File: src/design/lpht_pkg.sv
package lpht_pkg;

    localparam int INIT_CAPACITY = 16;
    localparam int MAX_CAPACITY  = 1024;
    localparam int SLOTS         = (MAX_CAPACITY > INIT_CAPACITY) ? MAX_CAPACITY : INIT_CAPACITY;
    localparam int IDX_W         = $clog2(SLOTS);
    localparam int ADDR_W        = IDX_W + 1;
    localparam int CNT_W         = 11;
    localparam int KEY_W         = 32;
    localparam int VAL_W         = 32;
    localparam int HASH_W        = 32;
    localparam int OP_W          = 2;

    typedef enum logic [OP_W-1:0] {
        OP_FIND   = 2'd0,
        OP_INSERT = 2'd1,
        OP_REMOVE = 2'd2,
        OP_NOP    = 2'd3
    } t_op;

    typedef struct packed {
        logic              occ;
        logic [KEY_W-1:0]  key;
        logic [VAL_W-1:0]  val;
        logic [HASH_W-1:0] hash;
    } t_entry;

    typedef enum logic [4:0] {
        S_INIT,
        S_IDLE,
        S_INS,
        S_RSZ,
        S_RB_CLR,
        S_RB_RD,
        S_RB_CHK,
        S_RB_NXT,
        S_RBP_RD,
        S_RBP_CHK,
        S_RB_END,
        S_PL_START,
        S_PL_RD,
        S_PL_CHK,
        S_PR_RD,
        S_PR_CHK,
        S_RM_TOP,
        S_RM_CHK,
        S_RM_END,
        S_RESP
    } t_state;

    typedef struct packed {
        logic load;
        logic inc_cnt;
        logic dec_cnt;
        logic set_full;
        logic rb_start;
        logic clr;
        logic rb_rd;
        logic rb_take;
        logic rb_inc;
        logic rbp_rd;
        logic rb_wr;
        logic rb_end;
        logic pl_start;
        logic pl_rd;
        logic pl_wr;
        logic pr_rd;
        logic adv;
        logic set_found;
        logic rm_start;
        logic rm_rd;
        logic rm_step;
        logic rm_end;
        logic out_load;
    } t_cmd;

    typedef struct packed {
        t_op  op;
        logic full;
        logic need_rsz;
        logic clr_last;
        logic occ;
        logic key_eq_req;
        logic key_eq_rb;
        logic n_last;
        logic i_last;
        logic rm_done;
        logic move;
    } t_sts;

    // smallest power of two not below max(1,count), doubled, clamped
    function automatic logic [CNT_W-1:0] rel_cap(input logic [CNT_W-1:0] count);
        logic [CNT_W-1:0] n1;
        logic [CNT_W+1:0] p;
        int               l;
        n1 = (count == '0) ? '0 : count - 1'b1;
        l  = 0;
        for (int i = 0; i < CNT_W; i++) begin
            if (n1[i]) l = i + 1;
        end
        p = (CNT_W+2)'(1) << (l + 1);
        if (p < (CNT_W+2)'(INIT_CAPACITY)) p = (CNT_W+2)'(INIT_CAPACITY);
        if (p > (CNT_W+2)'(MAX_CAPACITY)) p = (CNT_W+2)'(MAX_CAPACITY);
        return p[CNT_W-1:0];
    endfunction

endpackage

File: src/design/lpht_ctrl.sv
module lpht_ctrl (
    input  logic           i_clk,
    input  logic           i_rst_n,
    input  logic           i_valid,
    input  logic [1:0]     i_op,
    output logic           o_ready,
    output logic           o_valid,
    input  logic           i_ready,
    input  lpht_pkg::t_sts i_sts,
    output lpht_pkg::t_cmd o_cmd
);
    import lpht_pkg::*;

    t_state r_state, n_state;
    logic   r_ovalid;

    assign o_ready = (r_state == S_IDLE);
    assign o_valid = r_ovalid;

    always_ff @(posedge i_clk) begin
        if (!i_rst_n) begin
            r_state  <= S_INIT;
            r_ovalid <= 1'b0;
        end else begin
            r_state <= n_state;
            if (o_cmd.out_load) begin
                r_ovalid <= 1'b1;
            end else if (i_ready) begin
                r_ovalid <= 1'b0;
            end
        end
    end

    always_comb begin
        n_state = r_state;
        o_cmd   = '0;
        case (r_state)
            S_INIT: begin
                o_cmd.clr = 1'b1;
                if (i_sts.clr_last) n_state = S_IDLE;
            end
            S_IDLE: begin
                if (i_valid) begin
                    o_cmd.load = 1'b1;
                    case (t_op'(i_op))
                        OP_FIND, OP_REMOVE: n_state = S_PR_RD;
                        OP_INSERT:          n_state = S_INS;
                        default:            n_state = S_RESP;
                    endcase
                end
            end
            S_INS: begin
                if (i_sts.full) begin
                    o_cmd.set_full = 1'b1;
                    n_state        = S_RESP;
                end else begin
                    o_cmd.inc_cnt = 1'b1;
                    n_state       = S_RSZ;
                end
            end
            S_RSZ: begin
                if (i_sts.need_rsz) begin
                    o_cmd.rb_start = 1'b1;
                    n_state        = S_RB_CLR;
                end else if (i_sts.op == OP_INSERT) begin
                    n_state = S_PL_START;
                end else begin
                    n_state = S_RESP;
                end
            end
            S_RB_CLR: begin
                o_cmd.clr = 1'b1;
                if (i_sts.clr_last) n_state = S_RB_RD;
            end
            S_RB_RD: begin
                o_cmd.rb_rd = 1'b1;
                n_state     = S_RB_CHK;
            end
            S_RB_CHK: begin
                if (i_sts.occ) begin
                    o_cmd.rb_take = 1'b1;
                    n_state       = S_RBP_RD;
                end else begin
                    n_state = S_RB_NXT;
                end
            end
            S_RB_NXT: begin
                if (i_sts.i_last) begin
                    n_state = S_RB_END;
                end else begin
                    o_cmd.rb_inc = 1'b1;
                    n_state      = S_RB_RD;
                end
            end
            S_RBP_RD: begin
                o_cmd.rbp_rd = 1'b1;
                n_state      = S_RBP_CHK;
            end
            S_RBP_CHK: begin
                if (!i_sts.occ) begin
                    o_cmd.rb_wr = 1'b1;
                    n_state     = S_RB_NXT;
                end else if (i_sts.key_eq_rb || i_sts.n_last) begin
                    // drop duplicate or unplaceable entry
                    n_state = S_RB_NXT;
                end else begin
                    o_cmd.adv = 1'b1;
                    n_state   = S_RBP_RD;
                end
            end
            S_RB_END: begin
                o_cmd.rb_end = 1'b1;
                n_state      = (i_sts.op == OP_INSERT) ? S_PL_START : S_RESP;
            end
            S_PL_START: begin
                o_cmd.pl_start = 1'b1;
                n_state        = S_PL_RD;
            end
            S_PL_RD: begin
                o_cmd.pl_rd = 1'b1;
                n_state     = S_PL_CHK;
            end
            S_PL_CHK: begin
                if (!i_sts.occ) begin
                    o_cmd.pl_wr = 1'b1;
                    n_state     = S_RESP;
                end else if (i_sts.key_eq_req || i_sts.n_last) begin
                    // refused: give back the count raised before the probe
                    o_cmd.dec_cnt = 1'b1;
                    n_state       = S_RESP;
                end else begin
                    o_cmd.adv = 1'b1;
                    n_state   = S_PL_RD;
                end
            end
            S_PR_RD: begin
                o_cmd.pr_rd = 1'b1;
                n_state     = S_PR_CHK;
            end
            S_PR_CHK: begin
                if (i_sts.occ && i_sts.key_eq_req) begin
                    if (i_sts.op == OP_REMOVE) begin
                        o_cmd.rm_start = 1'b1;
                        n_state        = S_RM_TOP;
                    end else begin
                        o_cmd.set_found = 1'b1;
                        n_state         = S_RESP;
                    end
                end else if (!i_sts.occ || i_sts.n_last) begin
                    n_state = (i_sts.op == OP_REMOVE) ? S_RSZ : S_RESP;
                end else begin
                    o_cmd.adv = 1'b1;
                    n_state   = S_PR_RD;
                end
            end
            S_RM_TOP: begin
                if (i_sts.rm_done) begin
                    n_state = S_RM_END;
                end else begin
                    o_cmd.rm_rd = 1'b1;
                    n_state     = S_RM_CHK;
                end
            end
            S_RM_CHK: begin
                if (!i_sts.occ) begin
                    n_state = S_RM_END;
                end else begin
                    o_cmd.rm_step = 1'b1;
                    n_state       = S_RM_TOP;
                end
            end
            S_RM_END: begin
                o_cmd.rm_end = 1'b1;
                n_state      = S_RSZ;
            end
            S_RESP: begin
                if (!r_ovalid || i_ready) begin
                    o_cmd.out_load = 1'b1;
                    n_state        = S_IDLE;
                end
            end
            default: n_state = S_IDLE;
        endcase
    end

    a_load_idle: assert property (@(posedge i_clk) disable iff (!i_rst_n)
        o_cmd.load |-> r_state == S_IDLE)
        else $error("request latched outside idle");
    a_out_free: assert property (@(posedge i_clk) disable iff (!i_rst_n)
        o_cmd.out_load |-> (!r_ovalid || i_ready))
        else $error("result overwritten before transaction");
    a_busy_after: assert property (@(posedge i_clk) disable iff (!i_rst_n)
        (i_valid && o_ready) |=> !o_ready)
        else $error("second request taken without work");

endmodule

File: config.mk
export PLATFORM = sky130hd
export DESIGN_NAME = lpht_ctrl
export DESIGN_NICKNAME = d
export VERILOG_FILES = /design/src/design/lpht_pkg.sv /design/src/design/lpht_ctrl.sv
export SDC_FILE = /design/constraint.sdc
export NUM_CORES = 1
export LEC_CHECK = 0
export BUFFER_PORTS_ARGS = -buffer_cell sky130_fd_sc_hd__buf_2
export CAP_MARGIN = 25
export CORE_ASPECT_RATIO = 1.25
export CORE_MARGIN = 2
export CORE_UTILIZATION = 52
export CTS_BUF_LIST = sky130_fd_sc_hd__clkbuf_16
export CTS_CLUSTER_DIAMETER = 30
export DETAILED_ROUTE_END_ITERATION = 6
export PLACE_DENSITY = 0.95
export SYNTH_ARGS = -nofsm -noshare
export SYNTH_HDL_FRONTEND = slang
export SYNTH_SLANG_ARGS = --single-unit
File: constraint.sdc
create_clock -name i_clk -period 2.2 [get_ports i_clk]
set_input_delay 0.11 -clock i_clk [delete_from_list [all_inputs] [get_ports i_clk]]
set_output_delay 0.11 -clock i_clk [all_outputs]
set_load 0.005 [all_outputs]
* After elaboration in Yosys (flattened, before gate mapping)
Cells that the tools add are included.
** Operators by class
- Multiplexer cells :: 65
- Equal/unequal tests :: 27
- Reductions and logical operators :: 13
** Operators with widths (count)
- case mux 5 bit (20 select lines) :: 1
- 2-to-1 mux 5 bit :: 13
- 2-to-1 mux 1 bit :: 41
- equality test 5 x 4 -> 1 bit (second input constant) :: 8
- equality test 5 x 3 -> 1 bit (second input constant) :: 4
- equality test 5 bit (second input constant) :: 4
- 2-to-1 mux 4 bit :: 3
- equality test 5 x 2 -> 1 bit (second input constant) :: 2
- 2-to-1 mux 2 bit :: 5
- case mux 5 bit (2 select lines) :: 1
- inequality test 2 bit (second input constant) :: 4
- equality test 5 x 1 -> 1 bit (second input constant) :: 1
- logical NOT 5 bit :: 1
- equality test 2 x 1 -> 1 bit (second input constant) :: 2
- equality test 2 bit (second input constant) :: 2
- logical OR 1 bit :: 4
- AND reduction 4 bit :: 1
- OR reduction 2 bit :: 2
- case mux 1 bit (3 select lines) :: 1
- logical NOT 1 bit :: 2
- logical NOT 2 bit :: 1
- nonzero test 2 bit :: 1
- logical AND 1 bit :: 1
** Storage, ports and cells
- Bits in registers :: 6

* Longest topological paths before layout
Gate-level depths: netlist (run 1).
- Word-level depth :: 5
- Depth in mapped cells :: 6

* Least setup slack after synthesis (run 1)
OpenSTA, ideal clock, no wires.
- Path type :: flip-flop to flip-flop
- Start point :: register r_state[0]
- End point :: register r_state[1]
- Cell stages (with the launch flop) :: 6
- Path buffers :: 1
- Arrival time :: 1.358 ns
- Path slack :: 0.711 ns
- Cell sequence :: dfxtp_1 -> or2_1 -> buf_2 -> or4_1 -> a21oi_1 -> a211oi_1
** On the way
- Word-level cells in the longest chain between the ends :: 3
- Elaborated cells between the ends (all ways) :: 26
** RTL lines
- start, declared :: line lpht_ctrl.sv:14 : t_state r_state, n_state;
- start signal, assigned :: line lpht_ctrl.sv:25 : r_state <= n_state;
- equality test 5 bit, or another cell as far along :: line lpht_ctrl.sv:37 : case (r_state)
- inequality test 2 bit (no source line)
- AND reduction 4 bit (no source line)
Parallel ways exist; a longest one is shown, timed or not.
A chain may end at the register's enable or synchronous reset.

==> impl_metrics.toml, run 1 <==
[run_status]
status = "finished, final reports clean"

[worst_hold_path]
min_delay_path_depth = 3
min-delay-path-class = "input port to flop"
hold_start = "i_rst_n"
hold_end = "r_state[2]$_SDFFE_PN0P_"

[run]
maxCapViolCount = 0

[route]
routedWlPerCell_um = 18.2
drtIter0Drc = 95
num_vias = 1408
ant_nets = 0
wl_um = 3630
avgViaCountPerCell = 7.04
drc_errors = 0
drt-pass1-iter-count = 4

[clock_tree]
cts_tree = "done"
clock_latency_ns = 0.24
cts_setup_buffers = 0
hold_buffers = 0
post_cts_resized = 0
clockBufferDepth = 2
cts_buffers = 3
clk_pin_slew_ns = 0.04
cts_root_buf = "clkbuf_16"
clock_sinks = 6
cts_htree_levels = 1

[yosys]
ys_async_sr_fraction_pct = 0
synth.top_cell.area_share_pct = 11.3
ys_types = 53
seq_area_frac_synth_pct = 11.3
synth-edff-count = 0
syn-mean-instance-area_sq_um = 7.39
ys_seq_elements = 6
synth_area_leaders = "dfxtp_1 11%, nor3_1 6.6%, nor2_1 5.3%"
syn_nets = 162
yosys.area.top_type = "dfxtp_1"
synth_area_sq_um = 1060
yosys_warnings = 0
ys.flop_type = "dfxtp_1"
netlist_instances = 144

[timing]
skew_ns = 0.00536
rsz0062_at_grt = "false"
period_minus_slack_ns = 1.99
relSlewSlack_pct = 54.1
fmax_mhz = 503
fin_crit_sh_pct = 90.4
final_max_slew_viol_count = 0
finalHoldViolations = 0
finalSetupViolCount = 0
fin_setup_tns_ns = 0
worstMarginPinSlew_ns = 0.687

[global_routing]
grt_first_pass_wirelength_um = 5870
grt_antenna_before_repair = 0
grt_usage_pct = 32.8
grt-ovfl-total = 0
grt_pass1_vias = 1255
grt_max_degree = 24

[floorplan]
core_sq_um = 1960
initial_core_util_pct = 54.3
ios = 43
fp.dieW_um = 44.5
rows = 18
die_h_um = 54.6
dieArea_sq_um = 2430

[setup_path]
r2r_cells = 4
critPathRequiredTime_ns = 2.09
critPathLaunchType = "flop"
endpoint_kind = "output pin"
r2r-start = "r_state[1]$_SDFFE_PN0P_"
path_class = "flop to output pin"
worstPathArrival_ns = 1.88
r2r_end = "r_state[0]$_SDFFE_PN0P_"
reg2reg_slack_ns = 0.25
cp_max_fo = 23

[pwr]
leakage_uw = 0.000594
p_total_uw = 570
peakVddDrop_v = 0.000294
power_density_nw_per_um2 = 429

[finish]
n_antenna_cell = 0
syn2layout_area_growth_pct = 24.9
drive_above_1_share_pct = 33.3
nNetsFinal = 200

[place]
dp_hpwl_um = 2700
port_buffers = 41
gp_congestion = 1.03
==> cells by family (layout without fill, tap and decap cells) <==
kind of cell / after synthesis / count (layout) / share of synthesized area (%)
and+or+nand+nor: 88 / 88 / 55.2
AOI/OAI and AO/OA: 31 / 31 / 22.8
buffers and inverters: 18 / 54 / 9.75
DFF: 6 / 6 / 11.3
muxes: 1 / 1 / 0.940
==> registers in the layout, indices dropped and copies added (netlist names) <==
name / flops
r_state: 5
o_valid: 1
==> worst max path at each step <==
| stage | from | slack, ns | end |
|---|---|---|---|
| detailed placement | r_state[1]$_SDFFE_PN0P_ | 0.29 | r_state[1]$_SDFFE_PN0P_ |
| floorplan | r_state[0]$_SDFFE_PN0P_ | 0.71 | r_state[1]$_SDFFE_PN0P_ |
| finish | r_state[1]$_SDFFE_PN0P_ | 0.21 | o_cmd[6] |
| global placement | r_state[3]$_SDFFE_PN0P_ | 0.34 | r_state[0]$_SDFFE_PN0P_ |
| CTS | r_state[1]$_SDFFE_PN0P_ | 0.24 | o_cmd[6] |
| global route | r_state[1]$_SDFFE_PN0P_ | 0.11 | o_cmd[6] |
==> cell usage in the layout (no fill, tap or decap), types with 4 or more instances in the layout <==
| master | n |
|---|---|
| o21ai_0 | 4 |
| nor2_1 | 15 |
| nor4_1 | 5 |
| nor3_1 | 14 |
| buf_2 | 41 |
| nand2b_1 | 7 |
| or3b_1 | 5 |
| buf_4 | 7 |
| dfxtp_1 | 6 |
| a21oi_1 | 5 |
| and3_1 | 5 |
| a211oi_1 | 5 |
| nand4b_1 | 4 |
| nor2b_1 | 5 |
==> cell usage after synthesis, types with 3 or more instances <==
library cell / instances
nor2_1: 15
nor3_1: 14
nand2b_1: 7
dfxtp_1: 6
a211oi_1: 5
a21oi_1: 5
and3_1: 5
buf_2: 5
nor2b_1: 5
nor4_1: 5
or3b_1: 5
buf_4: 4
nand4b_1: 4
o21ai_0: 4
clkbuf_1: 3
inv_1: 3
nand2_1: 3
nor3b_1: 3
nor4b_1: 3
==> metrics by stage <==
step	std cells	worst slack [ns]	utilization, %	hold slack (ns)	instance area, sq um
after global placement	197	0.345	64.0	0.403	1250
final	200	0.211	67.9	0.174	1330
after detailed placement	197	0.288	64.0	0.414	1250
after CTS	200	0.242	67.9	0.172	1330
after global routing	200	0.110	67.9	0.191	1330
after floorplan	144	0.711	-	0.241	1060
==> final cells by class <==
type	count	area, sq um
Multi-Input combinational cell	120	841
Fill cell	165	629
Timing Repair Buffer	48	258
Sequential cell	6	120
Clock buffer	3	75.1
Tap cell	20	25.0
Inverter	3	11.3
==> per-layer routing <==
metal  wire, um  share of wire [%]  track usage [%]  vias to the layer above
met1       1300                 36             36.1                      652
met5          0                  0                0                        -
met4        142                3.9             19.7                        0
met2       1810                 50             59.4                      115
li1           -                  -                -                      625
met3        385                 11             3.63                       16
==> report_power, final <==
| part | switching (uW) | internal (uW) | total (uW) | leakage [uW] |
|---|---|---|---|---|
| registers | 13.0 | 113 | 126 | 0.0000487 |
| clock network | 70.7 | 234 | 305 | 0.0000370 |
| logic | 80.3 | 59.3 | 140 | 0.000509 |
| total | 164 | 406 | 570 | 0.000594 |
==> critical path: stages (launching register included) <==
cell	delay, ns
dfxtp_1	0.75
nand2_2	0.31
nor2_1	0.27
nand2_1	0.08
o21ai_0	0.09
buf_2	0.14
Note: power is estimated with default switching activity, not from simulation.
==> run 2: changes to the inputs <==
--- a/config.mk
+++ b/config.mk
@@ -14,6 +14,7 @@
 export CTS_CLUSTER_DIAMETER = 30
 export DETAILED_ROUTE_END_ITERATION = 6
 export PLACE_DENSITY = 0.95
+export REMOVE_ABC_BUFFERS = 1
 export SYNTH_ARGS = -nofsm -noshare
 export SYNTH_HDL_FRONTEND = slang
 export SYNTH_SLANG_ARGS = --single-unit
==> run 2 against run 1 <==
  * Combinational power up 5%
  * Die area did not move
  * Utilization up 1.5 points
  * Total power barely moved
  * Clock power fell by 2%
  * Global-route usage fell by 0.62 points
  * Critical path depth shrank 1
  * Count of clock-buffer cells in the layout unchanged
  * Via count grew 0.28%
  * Final area is 2.3% higher
  * Worst setup slack got worse by 0.014 ns
==> impl_metrics.toml, run 2 (same netlist as run 1, synthesis figures left out) <==
[floorplan]
initial_core_util_pct = 54.3
core_sq_um = 1960
die_h_um = 54.6
rows = 18
ios = 43
dieArea_sq_um = 2430
fp.dieW_um = 44.5

[clock_tree]
cts_htree_levels = 1
clockBufferDepth = 2
post_cts_resized = 0
cts_root_buf = "clkbuf_16"
clock_latency_ns = 0.23
cts_tree = "done"
cts_buffers = 3
cts_setup_buffers = 0
clock_sinks = 6
hold_buffers = 0
clk_pin_slew_ns = 0.03

[route]
drc_errors = 0
drt-pass1-iter-count = 4
avgViaCountPerCell = 6.92
num_vias = 1412
drtIter0Drc = 76
routedWlPerCell_um = 17.7
wl_um = 3620
ant_nets = 0

[place]
dp_hpwl_um = 2780
gp_congestion = 0.937
port_buffers = 41

[timing]
fmax_mhz = 499
finalSetupViolCount = 0
period_minus_slack_ns = 2.00
finalHoldViolations = 0
fin_setup_tns_ns = 0
relSlewSlack_pct = 57.7
final_max_slew_viol_count = 0
rsz0062_at_grt = "false"
skew_ns = 0.00261
fin_crit_sh_pct = 91.0
worstMarginPinSlew_ns = 0.633

[finish]
final_cell_mix = "41 x buf_2, 15 x nor2_1, 14 x nor3_1"
layout_commonest_cell = "buf_2"
n_antenna_cell = 0
syn2layout_area_growth_pct = 27.7
final.fill_count = 162
nNetsFinal = 204
largest_register = "r_state"
drive_above_1_share_pct = 34.8
largest_register_ff_count = 5

[setup_path]
crit_buf_inv = 2
path_class = "flop to output pin"
cpLargestDelayFamily = "flip-flops"
critPathRequiredTime_ns = 2.09
cp_max_fo = 18
reg2reg_slack_ns = 0.28
critPathLaunchType = "flop"
cp_slowest_stage_delay_ns = 0.71
critPathSlowestCell = "dfxtp_1"
endpoint_kind = "output pin"
crit_path_cell_trace = "inv_1 -> nor3_1 -> and3_1 -> buf_2"
worstPathArrival_ns = 1.89

[worst_hold_path]
min-delay-path-class = "input port to flop"

[pwr]
p_total_uw = 570
peakVddDrop_v = 0.000499
power_density_nw_per_um2 = 419
leakage_uw = 0.000616

[global_routing]
grt-ovfl-total = 0
grt_pass1_vias = 1261
grt_usage_pct = 32.2
grt_antenna_before_repair = 0
grt_first_pass_wirelength_um = 5700
grt_max_degree = 19

[run_status]
status = "finished, final reports clean"

[run]
maxCapViolCount = 0
run 2: cell count changes in the layout (fill, tap and decap cells not counted):
cell	previous run	this run
buf_4	7	11
run 2: area by class of cell:
type,instances,area [sq um],area share [%]
Multi-Input combinational cell,120,841,61.8
Tap cell,20,25.0,1.84
Sequential cell,6,120,8.83
Timing Repair Buffer,52,288,21.2
Inverter,3,11.3,0.828
Clock buffer,3,75.1,5.52
run 2: worst paths after layout:
path                      startpoint                       to  cells past startpoint
max          r_state[2]$_SDFFE_PN0P_                o_cmd[15]                      4
min                          i_rst_n  r_state[2]$_SDFFE_PN0P_                      3
max reg2reg  r_state[4]$_SDFFE_PN0P_  r_state[1]$_SDFFE_PN0P_                      5
min reg2reg     o_valid$_SDFFE_PN0P_  r_state[4]$_SDFFE_PN0P_                      3
run 2: worst min-delay path: cells and delay by family:
family | cells | cell delay (ns)
buf+inv | 1 | 0.12
simple gates | 1 | 0.07
compound gates | 1 | 0.07
run 2: stage by stage:
stage	cells	instance area, sq um	setup slack [ns]	util [%]	hold slack [ns]
after floorplan	129	972	0.396	-	0.241
after global placement	201	1280	0.383	65.6	0.405
after detailed placement	201	1280	0.350	65.6	0.418
after CTS	204	1360	0.257	69.4	0.178
after global routing	204	1360	0.173	69.4	0.195
final	204	1360	0.197	69.4	0.177
run 2: where the power goes:
group	switching, uW	internal, uW	total, uW
clock	66.5	234	300
combinational	84.5	62.8	147
sequential	9.34	113	122
run 2: per-layer routing:
layer / vias to the layer above / global-route usage, % / share of wire, %
li1: 648 / - / -
met1: 634 / 37.2 / 36
met2: 100 / 55.8 / 48
met3: 30 / 3.30 / 8.5
met4: 0 / 20.7 / 7.5
met5: - / 0 / 0
